--- src/hdl/gif_aee_pkg.sv ---
package gif_aee_pkg;

    // Fixed field widths of the stream, result and configuration transfers, and the default length width.
    localparam int unsigned BYTE_W      = 8;
    localparam int unsigned LENGTH_W    = 32;
    localparam int unsigned COUNT_W     = 10;
    localparam int unsigned ID_HEAD_W   = 64;
    localparam int unsigned ID_TAIL_W   = 24;
    localparam int unsigned CFG_DATA_W  = 64;
    localparam int unsigned LENGTH_BITS_DEF = 32;

    // GIF framing constants.
    localparam logic [BYTE_W-1:0]  EXT_INTRO      = 8'h21;
    localparam logic [BYTE_W-1:0]  APP_LABEL      = 8'hFF;
    localparam logic [BYTE_W-1:0]  APP_BLOCK_SIZE = 8'd11;
    localparam logic [COUNT_W-1:0] FIELD_INDEX    = 10'd10;
    // Header bytes still to come after the packed field byte.
    localparam logic [COUNT_W-1:0] HEADER_REST    = 10'd2;
    localparam logic [COUNT_W-1:0] ENTRY_BYTES    = 10'd3;

    // Configuration register indexes.
    typedef enum logic {
        CFG_ID_HEAD = 1'b0,
        CFG_ID_TAIL = 1'b1
    } t_cfg_index;

    // Parser phases.
    typedef enum logic [3:0] {
        PH_HEAD    = 4'd0,
        PH_SKIPHDR = 4'd1,
        PH_INTRO   = 4'd2,
        PH_LABEL   = 4'd3,
        PH_BSIZE   = 4'd4,
        PH_IDENT   = 4'd5,
        PH_SSUBLEN = 4'd6,
        PH_SSUB    = 4'd7,
        PH_MSUBLEN = 4'd8,
        PH_MSUB    = 4'd9,
        PH_DONE    = 4'd10
    } t_phase;

    // Result kinds.
    typedef enum logic [1:0] {
        KIND_PAYLOAD   = 2'd0,
        KIND_COMPLETE  = 2'd1,
        KIND_NOT_FOUND = 2'd2
    } t_kind;

    typedef struct packed {
        logic [BYTE_W-1:0] data_byte;
        logic              file_start;
    } t_in_item;

    typedef struct packed {
        t_kind               result_kind;
        logic [BYTE_W-1:0]   payload_byte;
        logic [LENGTH_W-1:0] payload_length;
    } t_out_item;

endpackage

--- src/hdl/gif_app_extension_extractor_unit.sv ---
// GIF application extension extractor. The block takes one file byte per transfer and can
// accept a byte in every cycle; each byte gives at most one result, which is registered into
// the output register or, while the output is stalled, into a one-entry skid stage behind it
// that holds one more result, so the input keeps flowing; the input stalls only while that
// skid stage is full. The rate is set by the byte-wise parser state machine, which handles a
// whole byte in one cycle. The user must write the identifier registers through the plain
// write port only while no file is being parsed; the block itself does not enforce this.
module gif_app_extension_extractor_unit #(
    parameter int unsigned LENGTH_BITS = gif_aee_pkg::LENGTH_BITS_DEF
) (
    input  logic                              i_clk,
    input  logic                              i_rst_n,
    // Byte stream
    input  logic                              i_in_valid,
    output logic                              o_in_stall,
    input  gif_aee_pkg::t_in_item             i_in_data,
    // Results
    output logic                              o_out_valid,
    input  logic                              i_out_stall,
    output gif_aee_pkg::t_out_item            o_out_data,
    // Configuration writes
    input  logic                              i_cfg_we,
    input  logic                              i_cfg_index,
    input  logic [gif_aee_pkg::CFG_DATA_W-1:0] i_cfg_data
);

    import gif_aee_pkg::*;

    // The running total saturates at the smaller of its own width and the result field.
    localparam int unsigned TOTAL_W = (LENGTH_BITS < LENGTH_W) ? LENGTH_BITS : LENGTH_W;
    localparam int unsigned ID_W    = ID_HEAD_W + ID_TAIL_W;

    logic [ID_HEAD_W-1:0] r_id_head;
    logic [ID_TAIL_W-1:0] r_id_tail;

    t_phase               r_phase,  n_phase;
    logic [COUNT_W-1:0]   r_count,  n_count;
    logic                 r_equal,  n_equal;
    logic [TOTAL_W-1:0]   r_total,  n_total;

    t_phase               cur_phase;
    logic [COUNT_W-1:0]   cur_count;
    logic                 cur_equal;
    logic [TOTAL_W-1:0]   cur_total;

    logic                 in_accept;
    logic                 out_free;
    logic                 res_valid;
    t_out_item            res_item;
    logic [BYTE_W-1:0]    in_byte;
    logic [BYTE_W-1:0]    id_byte;
    logic [ID_W-1:0]      id_vec;
    logic [3:0]           id_sel;

    logic                 r_out_valid;
    t_out_item            r_out_item;
    logic                 r_skid_valid;
    t_out_item            r_skid_item;

    // Configuration registers.
    always_ff @(posedge i_clk) begin
        if (!i_rst_n) begin
            r_id_head <= '0;
            r_id_tail <= '0;
        end else if (i_cfg_we) begin
            unique case (t_cfg_index'(i_cfg_index))
                CFG_ID_HEAD: r_id_head <= i_cfg_data;
                CFG_ID_TAIL: r_id_tail <= i_cfg_data[ID_TAIL_W-1:0];
                default:     r_id_head <= r_id_head;
            endcase
        end
    end

    // Handshake on the input side.
    assign o_in_stall = r_skid_valid;
    assign in_accept  = i_in_valid && !r_skid_valid;
    assign out_free   = !r_out_valid || !i_out_stall;
    assign in_byte    = i_in_data.data_byte;

    // A file start restarts the parser before the byte is handled.
    always_comb begin
        if (i_in_data.file_start) begin
            cur_phase = PH_HEAD;
            cur_count = '0;
            cur_equal = 1'b1;
            cur_total = '0;
        end else begin
            cur_phase = r_phase;
            cur_count = r_count;
            cur_equal = r_equal;
            cur_total = r_total;
        end
    end

    // Identifier byte to compare: the count runs from the block size, eleven for a match, down to one.
    assign id_vec = {r_id_head, r_id_tail};
    assign id_sel = cur_count[3:0] - 4'd1;

    always_comb begin
        if (id_sel <= 4'd10) begin
            id_byte = id_vec[{id_sel, 3'b000} +: BYTE_W];
        end else begin
            id_byte = '0;
        end
    end

    // Parser next state.
    always_comb begin
        n_phase = cur_phase;
        n_count = cur_count;
        n_equal = cur_equal;
        n_total = cur_total;
        unique case (cur_phase)
            PH_HEAD: begin
                if (cur_count == FIELD_INDEX) begin
                    if (in_byte[7]) begin
                        n_count = HEADER_REST
                                + (ENTRY_BYTES << ({1'b0, in_byte[2:0]} + 4'd1));
                    end else begin
                        n_count = HEADER_REST;
                    end
                    n_phase = PH_SKIPHDR;
                end else begin
                    n_count = cur_count + COUNT_W'(1);
                end
            end
            PH_SKIPHDR: begin
                if (cur_count > COUNT_W'(1)) begin
                    n_count = cur_count - COUNT_W'(1);
                end else begin
                    n_count = '0;
                    n_phase = PH_INTRO;
                end
            end
            PH_INTRO: begin
                if (in_byte != EXT_INTRO) begin
                    n_phase = PH_DONE;
                end else begin
                    n_equal = 1'b1;
                    n_phase = PH_LABEL;
                end
            end
            PH_LABEL: begin
                n_equal = cur_equal && (in_byte == APP_LABEL);
                n_phase = PH_BSIZE;
            end
            PH_BSIZE: begin
                n_equal = cur_equal && (in_byte == APP_BLOCK_SIZE);
                n_count = COUNT_W'(in_byte);
                n_phase = (in_byte == '0) ? PH_SSUBLEN : PH_IDENT;
            end
            PH_IDENT: begin
                n_equal = cur_equal && (in_byte == id_byte);
                n_count = cur_count - COUNT_W'(1);
                if (cur_count == COUNT_W'(1)) begin
                    n_phase = n_equal ? PH_MSUBLEN : PH_SSUBLEN;
                end
            end
            PH_SSUBLEN: begin
                if (in_byte == '0) begin
                    n_phase = PH_INTRO;
                end else begin
                    n_count = COUNT_W'(in_byte);
                    n_phase = PH_SSUB;
                end
            end
            PH_SSUB: begin
                n_count = cur_count - COUNT_W'(1);
                if (cur_count == COUNT_W'(1)) begin
                    n_phase = PH_SSUBLEN;
                end
            end
            PH_MSUBLEN: begin
                if (in_byte == '0) begin
                    n_phase = PH_DONE;
                end else begin
                    n_count = COUNT_W'(in_byte);
                    n_phase = PH_MSUB;
                end
            end
            PH_MSUB: begin
                if (cur_total != '1) begin
                    n_total = cur_total + TOTAL_W'(1);
                end
                n_count = cur_count - COUNT_W'(1);
                if (cur_count == COUNT_W'(1)) begin
                    n_phase = PH_MSUBLEN;
                end
            end
            PH_DONE: begin
                n_phase = PH_DONE;
            end
            default: begin
                n_phase = PH_DONE;
            end
        endcase
    end

    // Result produced by the accepted byte.
    always_comb begin
        res_valid               = 1'b0;
        res_item.result_kind    = KIND_PAYLOAD;
        res_item.payload_byte   = '0;
        res_item.payload_length = '0;
        unique case (cur_phase)
            PH_INTRO: begin
                if (in_byte != EXT_INTRO) begin
                    res_valid            = 1'b1;
                    res_item.result_kind = KIND_NOT_FOUND;
                end
            end
            PH_MSUBLEN: begin
                if (in_byte == '0) begin
                    res_valid               = 1'b1;
                    res_item.result_kind    = KIND_COMPLETE;
                    res_item.payload_length = LENGTH_W'(cur_total);
                end
            end
            PH_MSUB: begin
                res_valid             = 1'b1;
                res_item.payload_byte = in_byte;
            end
            default: begin
                res_valid = 1'b0;
            end
        endcase
    end

    // Parser state registers.
    always_ff @(posedge i_clk) begin
        if (!i_rst_n) begin
            r_phase <= PH_HEAD;
            r_count <= '0;
            r_equal <= 1'b1;
            r_total <= '0;
        end else if (in_accept) begin
            r_phase <= n_phase;
            r_count <= n_count;
            r_equal <= n_equal;
            r_total <= n_total;
        end
    end

    // Output register and skid stage.
    always_ff @(posedge i_clk) begin
        if (!i_rst_n) begin
            r_out_valid  <= 1'b0;
            r_skid_valid <= 1'b0;
        end else if (r_skid_valid) begin
            if (out_free) begin
                r_out_valid  <= 1'b1;
                r_skid_valid <= 1'b0;
            end
        end else if (in_accept && res_valid) begin
            if (out_free) begin
                r_out_valid <= 1'b1;
            end else begin
                r_skid_valid <= 1'b1;
            end
        end else if (out_free) begin
            r_out_valid <= 1'b0;
        end
    end

    always_ff @(posedge i_clk) begin
        if (r_skid_valid) begin
            if (out_free) begin
                r_out_item <= r_skid_item;
            end
        end else if (in_accept && res_valid) begin
            if (out_free) begin
                r_out_item <= res_item;
            end else begin
                r_skid_item <= res_item;
            end
        end
    end

    assign o_out_valid = r_out_valid;
    assign o_out_data  = r_out_item;

    // The skid stage only fills behind a held output transfer.
    a_skid_behind_out: assert property (@(posedge i_clk) disable iff (!i_rst_n)
        r_skid_valid |-> r_out_valid)
        else $error("skid stage full while output register empty");

    // Once finished, only a file start brings new results.
    a_done_silent: assert property (@(posedge i_clk) disable iff (!i_rst_n)
        (in_accept && r_phase == PH_DONE && !i_in_data.file_start) |-> !res_valid)
        else $error("result produced after the parse finished");

    // A sub-block body is never entered with nothing left to read.
    a_count_live: assert property (@(posedge i_clk) disable iff (!i_rst_n)
        (r_phase == PH_MSUB || r_phase == PH_SSUB || r_phase == PH_IDENT)
            |-> (r_count != '0))
        else $error("byte count exhausted inside a block body");

    // A byte accepted into a full output side must land in the skid stage.
    a_no_loss: assert property (@(posedge i_clk) disable iff (!i_rst_n)
        (in_accept && res_valid && r_out_valid && i_out_stall) |=> r_skid_valid)
        else $error("result lost behind a stalled output");

endmodule
--- config.mk ---
export PLATFORM = sky130hd
export DESIGN_NAME = gif_app_extension_extractor_unit
export DESIGN_NICKNAME = d
export VERILOG_FILES = /design/src/hdl/gif_aee_pkg.sv /design/src/hdl/gif_app_extension_extractor_unit.sv
export SDC_FILE = /design/constraint.sdc
export NUM_CORES = 1
export LEC_CHECK = 0
export BUFFER_PORTS_ARGS = -buffer_cell sky130_fd_sc_hd__buf_4
export CORE_ASPECT_RATIO = 1.25
export CORE_UTILIZATION = 53
export DETAILED_ROUTE_END_ITERATION = 8
export PLACE_DENSITY = 0.74
export SYNTH_ARGS = -nofsm -noshare
export SYNTH_HDL_FRONTEND = slang
export SYNTH_SLANG_ARGS = --single-unit
--- constraint.sdc ---
create_clock -name i_clk -period 7.9 [get_ports i_clk]
set_input_delay 1.185 -clock i_clk [delete_from_list [all_inputs] [get_ports i_clk]]
set_output_delay 1.185 -clock i_clk [all_outputs]
set_load 0.03 [all_outputs]
# --- Word level (Yosys, flattened, before mapping) ---
# Cells that the tools add are included.
# Widths: inputs -> output; s select.
totals:
  regBits: 221
  word_cells: 109
classes:
  add_sub_neg: 6
  n_lt_le_gt_ge: 2
  n_eq_ne: 18
  shift: 2
  n_mux: 45
  n_bitwise: 3
  n_reduce_logical: 19
op_table:
  columns: ["operator", "n"]
  rows:
  - ["$mux 42", 4]
  - ["$mux 32", 5]
  - ["$shiftx 88x8->8", 1]
  - ["$mux 10", 5]
  - ["$pmux 10 s5", 1]
  - ["$pmux 4 s10", 1]
  - ["$add 32x1->32 const B", 1]
  - ["$mux 4", 8]
  - ["$ne 32x32->1 const B", 1]
  - ["$eq 4x3->1 const B", 4]
  - ["$mux 8", 2]
  - ["$mux 1", 12]
  - ["$add 10x1->10 const B", 1]
  - ["$add 2x10->10 const A", 1]
  - ["$eq 10x1->1 const B", 1]
  - ["$eq 10x4->1 const B", 1]
  - ["$gt 10x1->1 const B", 1]
  - ["$shl 2x4->10 const A", 1]
  - ["$sub 10x1->10 const B", 1]
  - ["$eq 4x2->1 const B", 2]
  - ["$eq 4x4->1 const B", 2]
  - ["$eq 8x4->1 const B", 1]
  - ["$eq 8x8->1", 1]
  - ["$eq 8x8->1 const B", 1]
  - ["23 further kinds", 36]

# --- Depth between registers and ports, before layout ---
logic_depth:
  ltp_word: 9
  ltp_mapped: 17
  depth_no_buf: 11

# --- Worst setup path after synthesis ---
# Ideal clock, no wire load.
synth_timing:
  path_kind: "input-to-reg"
  startpoint: "in i_in_data[1] (netlist name)"
  endpoint: "reg r_skid_item[0] (netlist name) (enable)"
  setup_time_ns: 0.502
  t_arrival_ns: 5.757
  required_time_ns: 7.398
  setup_slack_ns: 1.641
  cell_stages: 9
  path_cell_list: "clkbuf_1 -> inv_1 -> ha_1 -> and4b_1 -> clkbuf_1 -> nand3b_1 -> nor4_2 -> or3_1 -> nor3b_1"
synth_between:
  elab_chain_len: 5
synth_rtl:
  columns: ["element", "line", "rtl"]
  rows:
  - ["start: declaration", "gif_app_extension_extractor_unit.sv:16", "input gif_aee_pkg::t_in_item i_in_data,"]
  - ["$ne 8x6->1 / $logic_not 8->1 (equally long branches)", "gif_app_extension_extractor_unit.sv:207, gif_app_extension_extractor_unit.sv:213", null]
  - ["$mux 1, on equally long branches", "gif_app_extension_extractor_unit.sv:207, gif_app_extension_extractor_unit.sv:213", null]
  - ["$pmux 1 s3 (*)", "gif_app_extension_extractor_unit.sv:205", "unique case (cur_phase)"]
  - ["$logic_and 1x1->1 (*)", "gif_app_extension_extractor_unit.sv:270", "end else if (in_accept && res_valid) begin"]
  - ["$reduce_and 3->1 (no source line) (*)", null, null]
  - ["end signal: assignment", "gif_app_extension_extractor_unit.sv:274", "r_skid_item <= res_item;"]
  - ["end: declaration", "gif_app_extension_extractor_unit.sv:58", "t_out_item r_skid_item;"]
# Every way passes the cells marked *; elsewhere a longest branch is shown, timed or not.
# A chain may end at the register's enable or synchronous reset.

# --- Worst setup path in the final report ---
layout_timing:
  startpoint: "in i_in_data[0] (netlist name)"
  endpoint: "reg r_phase[3]"
layout_between:
  elab_chain_len: 9
layout_rtl:
  columns: ["element", "line", "rtl"]
  rows:
  - ["$mux 10", "gif_app_extension_extractor_unit.sv:82", "if (i_in_data.file_start) begin"]
  - ["$sub 4x1->4", "gif_app_extension_extractor_unit.sv:97", "assign id_sel = cur_count[3:0] - 4'd1;"]
  - ["$shiftx 88x8->8 / $le 4x4->1 (equally long branches)", "gif_app_extension_extractor_unit.sv:101, gif_app_extension_extractor_unit.sv:100", null]
  - ["$mux 8", "gif_app_extension_extractor_unit.sv:100", "if (id_sel <= 4'd10) begin"]
  - ["$eq 8x8->1", "gif_app_extension_extractor_unit.sv:153", "n_equal = cur_equal && (in_byte == id_byte);"]
  - ["$logic_and 1x1->1", "gif_app_extension_extractor_unit.sv:153", null]
  - ["$mux 4", "gif_app_extension_extractor_unit.sv:156", "n_phase = n_equal ? PH_MSUBLEN : PH_SSUBLEN;"]
  - ["$mux 4", "gif_app_extension_extractor_unit.sv:155", "if (cur_count == COUNT_W'(1)) begin"]
  - ["$pmux 4 s10 (*)", "gif_app_extension_extractor_unit.sv:113", "unique case (cur_phase)"]
  - ["end signal: assignment", "gif_app_extension_extractor_unit.sv:237", "r_phase <= n_phase;"]
  - ["end: declaration", "gif_app_extension_extractor_unit.sv:36", "t_phase r_phase, n_phase;"]
# Marks and branches as above.

==> impl_metrics.sql <==
INSERT INTO impl_metrics (metric_group, metric, value, unit) VALUES
('outcome', 'status', 'completed', ''),
('synth', 'synth.yosys.warnings', '0', ''),
('floorplan', 'floorplan.die.width', '135', 'um'),
('clocking', 'cts_max_level', '1', ''),
('clocking', 'clk_transition_reported_paths', '0.06', 'ns'),
('route', 'route.detailed.wl_per_inst', '17.6', 'um'),
('placed_design', 'place.gp.congestion', '0.933', ''),
('route', 'detail-route-antenna-nets', '0', ''),
('synth', 'number_of_enable_flip_flop_cells_after_synthesis', '84', ''),
('route', 'iteration_count_of_the_initial_detailed_routing_pass', '5', ''),
('power', 'pwr_density_cell', '184', 'nW/um2'),
('job', 'max_cap_viol_count', '0', ''),
('synth', 'asyncSetResetFlopFracSynth', '0', '%'),
('timing', 'fin_worst_skew', '0.00663', 'ns'),
('route', 'drt_iter0_markers', '563', ''),
('global_routing', 'grt_antenna_before_repair', '0', ''),
('finish', 'insertedDiodeCount', '0', ''),
('power', 'vdd_ir_drop_max', '0.144', 'mV'),
('synth', 'synth_ff_type', 'sky130_fd_sc_hd__dfxtp_1', ''),
('timing', 'rsz0062_at_grt', 'false', ''),
('power', 'post-layout-total-power', '0.00247', 'W'),
('synth', 'postSynthCellCount', '1259', ''),
('placed_design', 'io_buffer_count', '122', ''),
('critical_path', 'worst-setup-path-type', 'in -> reg', ''),
('global_routing', 'grt_start_max_net_pins', '89', ''),
('clocking', 'tritoncts', 'yes', ''),
('route', 'route.vias.total', '9470', ''),
('critical_path', 'arrival', '5.21', 'ns'),
('synth', 'synth-seq-cells', '221', ''),
('finish', 'area_delta_synth_final', '14.3', '%'),
('clocking', 'cts.sink_count', '221', ''),
('timing', 'fmax', '211', 'MHz'),
('min_path', 'whs_path_depth', '2', ''),
('critical_path', 'worst_r2r_path_depth', '9', ''),
('critical_path', 'critPathLaunchType', 'primary input', ''),
('floorplan', 'num_rows', '60', ''),
('finish', 'final_layout_size_suffix_gt1_share', '18.6', '%'),
('synth', 'ys_seq_area_share', '44.9', '%'),
('global_routing', 'number_of_global_route_vias_before_repair', '9341', ''),
('timing', 'final_period_minus_worst_setup_slack', '4.75', 'ns'),
('global_routing', 'global_route.overflow_total', '0', ''),
('synth', 'ys_types', '83', ''),
('timing', 'maxSlewHeadroom', '22.1', '%'),
('clocking', 'cts_inserted_buffers', '23', ''),
('finish', 'layout.core_utilization', '62.0', '%'),
('clocking', 'cts.repair_timing.setup_buffer_count', '0', ''),
('timing', 'setup_viol', '0', ''),
('floorplan', 'initial_utilization', '54.3', '%'),
('synth', 'synth_fp_nets', '1354', ''),
('clocking', 'cts-hold-fix-buffers', '0', ''),
('timing', 'report.final.slew_viol_count', '0', ''),
('critical_path', 'cp_max_fo', '34', ''),
('min_path', 'timing.hold.worst.class', 'reg -> reg', ''),
('route', 'detail_route.drc_violations', '0', ''),
('clocking', 'clockRootBuffer', 'sky130_fd_sc_hd__clkbuf_16', ''),
('floorplan', 'floorplan.die_area', '22700', 'um2'),
('global_routing', 'grt_first_pass_wirelength', '46.6', 'mm'),
('clocking', 'clk_latency_worst_skew_pair', '0.52', 'ns'),
('global_routing', 'global_route.usage.total', '25.4', '%'),
('finish', 'nNetsFinal', '1419', ''),
('synth', 'synth.avg_cell_area', '9.32', 'um2'),
('floorplan', 'boundary_pin_count', '123', ''),
('critical_path', 'required', '8.36', 'ns'),
('clocking', 'cts_resized', '0', ''),
('timing', 'worst_slew_pin_slew', '1.17', 'ns'),
('power', 'power_leakage', '5.02', 'nW'),
('clocking', 'clk_path_buf_depth', '3', ''),
('placed_design', 'detailedPlacementHpwl', '20.1', 'mm'),
('floorplan', 'floorplan.core_area', '21600', 'um2'),
('timing', 'tns', '0', 'ns'),
('finish', 'count_of_fill_cells_added_during_filler_insertion', '1924', ''),
('route', 'drt_wl_total', '28.5', 'mm'),
('timing', 'report.final.hold_viol_count', '0', ''),
('critical_path', 'worstSetupEndpointType', 'register', ''),
('floorplan', 'die_boundary_height', '168', 'um'),
('timing', 'finalCritPeriodShare', '60.1', '%'),
('synth', 'synth_area', '11700', 'um2'),
('route', 'drt-vias-per-instance', '5.85', '');
==> report_power, final <==
group | leakage (nW) | switching [W] | internal [W] | total, W
clock | 0.343 | 0.000451 | 0.000568 | 0.00102
sequential | 1.95 | 0.0000213 | 0.00120 | 0.00122
combinational | 2.72 | 0.000136 | 0.0000966 | 0.000232
total | 5.02 | 0.000609 | 0.00187 | 0.00247
==> cell type report <==
type                            instances  area (um2)  share of cell area [%]
Multi-Input combinational cell        931        6040                    45.1
Sequential cell                       221        5270                    39.3
Timing Repair Buffer                  130         976                    7.28
Clock buffer                           28         626                    4.66
Tap cell                              279         349                    2.60
Clock inverter                         14        88.8                   0.662
Inverter                               17        63.8                   0.476
==> metrics by stage <==
stage               cells  hold slack [ns]  cell area, um2  setup WS [ns]
floorplan            1259            0.438           11700           1.64
global placement     1578            0.452           12700           2.81
detailed placement   1578            0.457           12700           2.65
CTS                  1620            0.466           13400           3.19
global route         1620            0.487           13400           2.89
finish               1620            0.463           13400           3.15
==> registers in the layout, summed over array words and instances (netlist names) <==
| name | count |
|---|---|
| o_in_stall | 1 |
| r_count | 10 |
| r_total | 32 |
| r_phase | 4 |
| r_equal | 1 |
| o_out_valid | 1 |
| r_id_tail | 24 |
| r_skid_item | 42 |
| o_out_data | 42 |
| r_id_head | 64 |
==> cells in the mapped netlist (6+ instances only) <==
master | number | area, um2
sky130_fd_sc_hd__nor3b_1 | 10 | 75.1
sky130_fd_sc_hd__mux2_2 | 46 | 518
sky130_fd_sc_hd__clkbuf_1 | 71 | 267
sky130_fd_sc_hd__xor2_1 | 14 | 123
sky130_fd_sc_hd__edfxtp_1 | 84 | 2520
sky130_fd_sc_hd__mux4_2 | 9 | 203
sky130_fd_sc_hd__o221ai_1 | 6 | 52.6
sky130_fd_sc_hd__buf_6 | 6 | 67.6
sky130_fd_sc_hd__a21oi_1 | 31 | 155
sky130_fd_sc_hd__ha_1 | 16 | 200
sky130_fd_sc_hd__a21boi_0 | 97 | 728
sky130_fd_sc_hd__nand2b_1 | 14 | 87.6
sky130_fd_sc_hd__nand2_1 | 271 | 1020
sky130_fd_sc_hd__nor2_1 | 60 | 225
sky130_fd_sc_hd__o22ai_1 | 7 | 43.8
sky130_fd_sc_hd__and2_1 | 62 | 388
sky130_fd_sc_hd__dfxtp_1 | 137 | 2740
sky130_fd_sc_hd__o211ai_1 | 6 | 45.0
sky130_fd_sc_hd__mux2i_1 | 7 | 70.1
sky130_fd_sc_hd__nand4_1 | 15 | 93.8
sky130_fd_sc_hd__o31ai_1 | 9 | 67.6
sky130_fd_sc_hd__nor4_1 | 8 | 50.1
sky130_fd_sc_hd__xnor2_1 | 27 | 236
sky130_fd_sc_hd__o21ai_0 | 27 | 135
sky130_fd_sc_hd__nor3_1 | 22 | 110
sky130_fd_sc_hd__inv_1 | 16 | 60.1
sky130_fd_sc_hd__nor2b_1 | 16 | 100
sky130_fd_sc_hd__nand3b_1 | 9 | 67.6
sky130_fd_sc_hd__nand4b_1 | 12 | 105
sky130_fd_sc_hd__nand3_1 | 30 | 150
==> kinds of logic after synthesis <==
family                     after synthesis  synth area share, %
and+or+nand+nor                        564                 24.0
muxes                                   62                 6.74
AOI/OAI and AO/OA                      246                 15.4
DFF                                    221                 44.9
adders and majority gates               16                 1.71
buffers and inverters                  107                 3.94
xor gates and xnor gates                43                 3.34
==> path summary, 6_finish.rpt <==
check                              startpoint       endpoint  slack (ns)
worst max-delay path             i_in_data[0]     r_phase[3]        3.15
worst min-delay path            r_id_tail[20]  r_id_tail[20]        0.46
worst max register to register     r_count[0]     r_phase[3]        3.62
worst min register to register  r_id_tail[20]  r_id_tail[20]        0.46
==> critical path, stage by stage <==
cell and delay (ns):
sky130_fd_sc_hd__buf_4 0.30, sky130_fd_sc_hd__buf_4 0.40, sky130_fd_sc_hd__nand2b_4 0.38, sky130_fd_sc_hd__ha_1 0.76
sky130_fd_sc_hd__inv_2 0.30, sky130_fd_sc_hd__mux4_2 0.52, sky130_fd_sc_hd__nor3b_1 0.16, sky130_fd_sc_hd__o31ai_1 0.34
sky130_fd_sc_hd__o2111ai_1 0.23, sky130_fd_sc_hd__a211oi_2 0.37, sky130_fd_sc_hd__a31o_1 0.19
==> cells in the final DEF (no fill, tap or decap), types with 12 or more instances in the layout <==
master / count
sky130_fd_sc_hd__a21boi_0: 97
sky130_fd_sc_hd__a21oi_1: 30
sky130_fd_sc_hd__and2_1: 62
sky130_fd_sc_hd__buf_4: 130
sky130_fd_sc_hd__clkbuf_16: 24
sky130_fd_sc_hd__dfxtp_1: 136
sky130_fd_sc_hd__edfxtp_1: 84
sky130_fd_sc_hd__ha_1: 16
sky130_fd_sc_hd__inv_1: 16
sky130_fd_sc_hd__mux2_2: 46
sky130_fd_sc_hd__nand2_1: 271
sky130_fd_sc_hd__nand2b_1: 13
sky130_fd_sc_hd__nand3_1: 30
sky130_fd_sc_hd__nand4_1: 15
sky130_fd_sc_hd__nand4b_1: 12
sky130_fd_sc_hd__nor2_1: 60
sky130_fd_sc_hd__nor2b_1: 15
sky130_fd_sc_hd__nor3_1: 22
sky130_fd_sc_hd__o21ai_0: 27
sky130_fd_sc_hd__xnor2_1: 27
sky130_fd_sc_hd__xor2_1: 14
==> metal layers <==
metal	GRT usage [%]	routed length [um]	vias up
met5	0	0	-
met4	11.0	1080	0
met3	2.95	1530	85
met2	45.9	14700	308
met1	30.0	11200	4493
li1	-	-	4584
(Power assumes the default switching activity.)
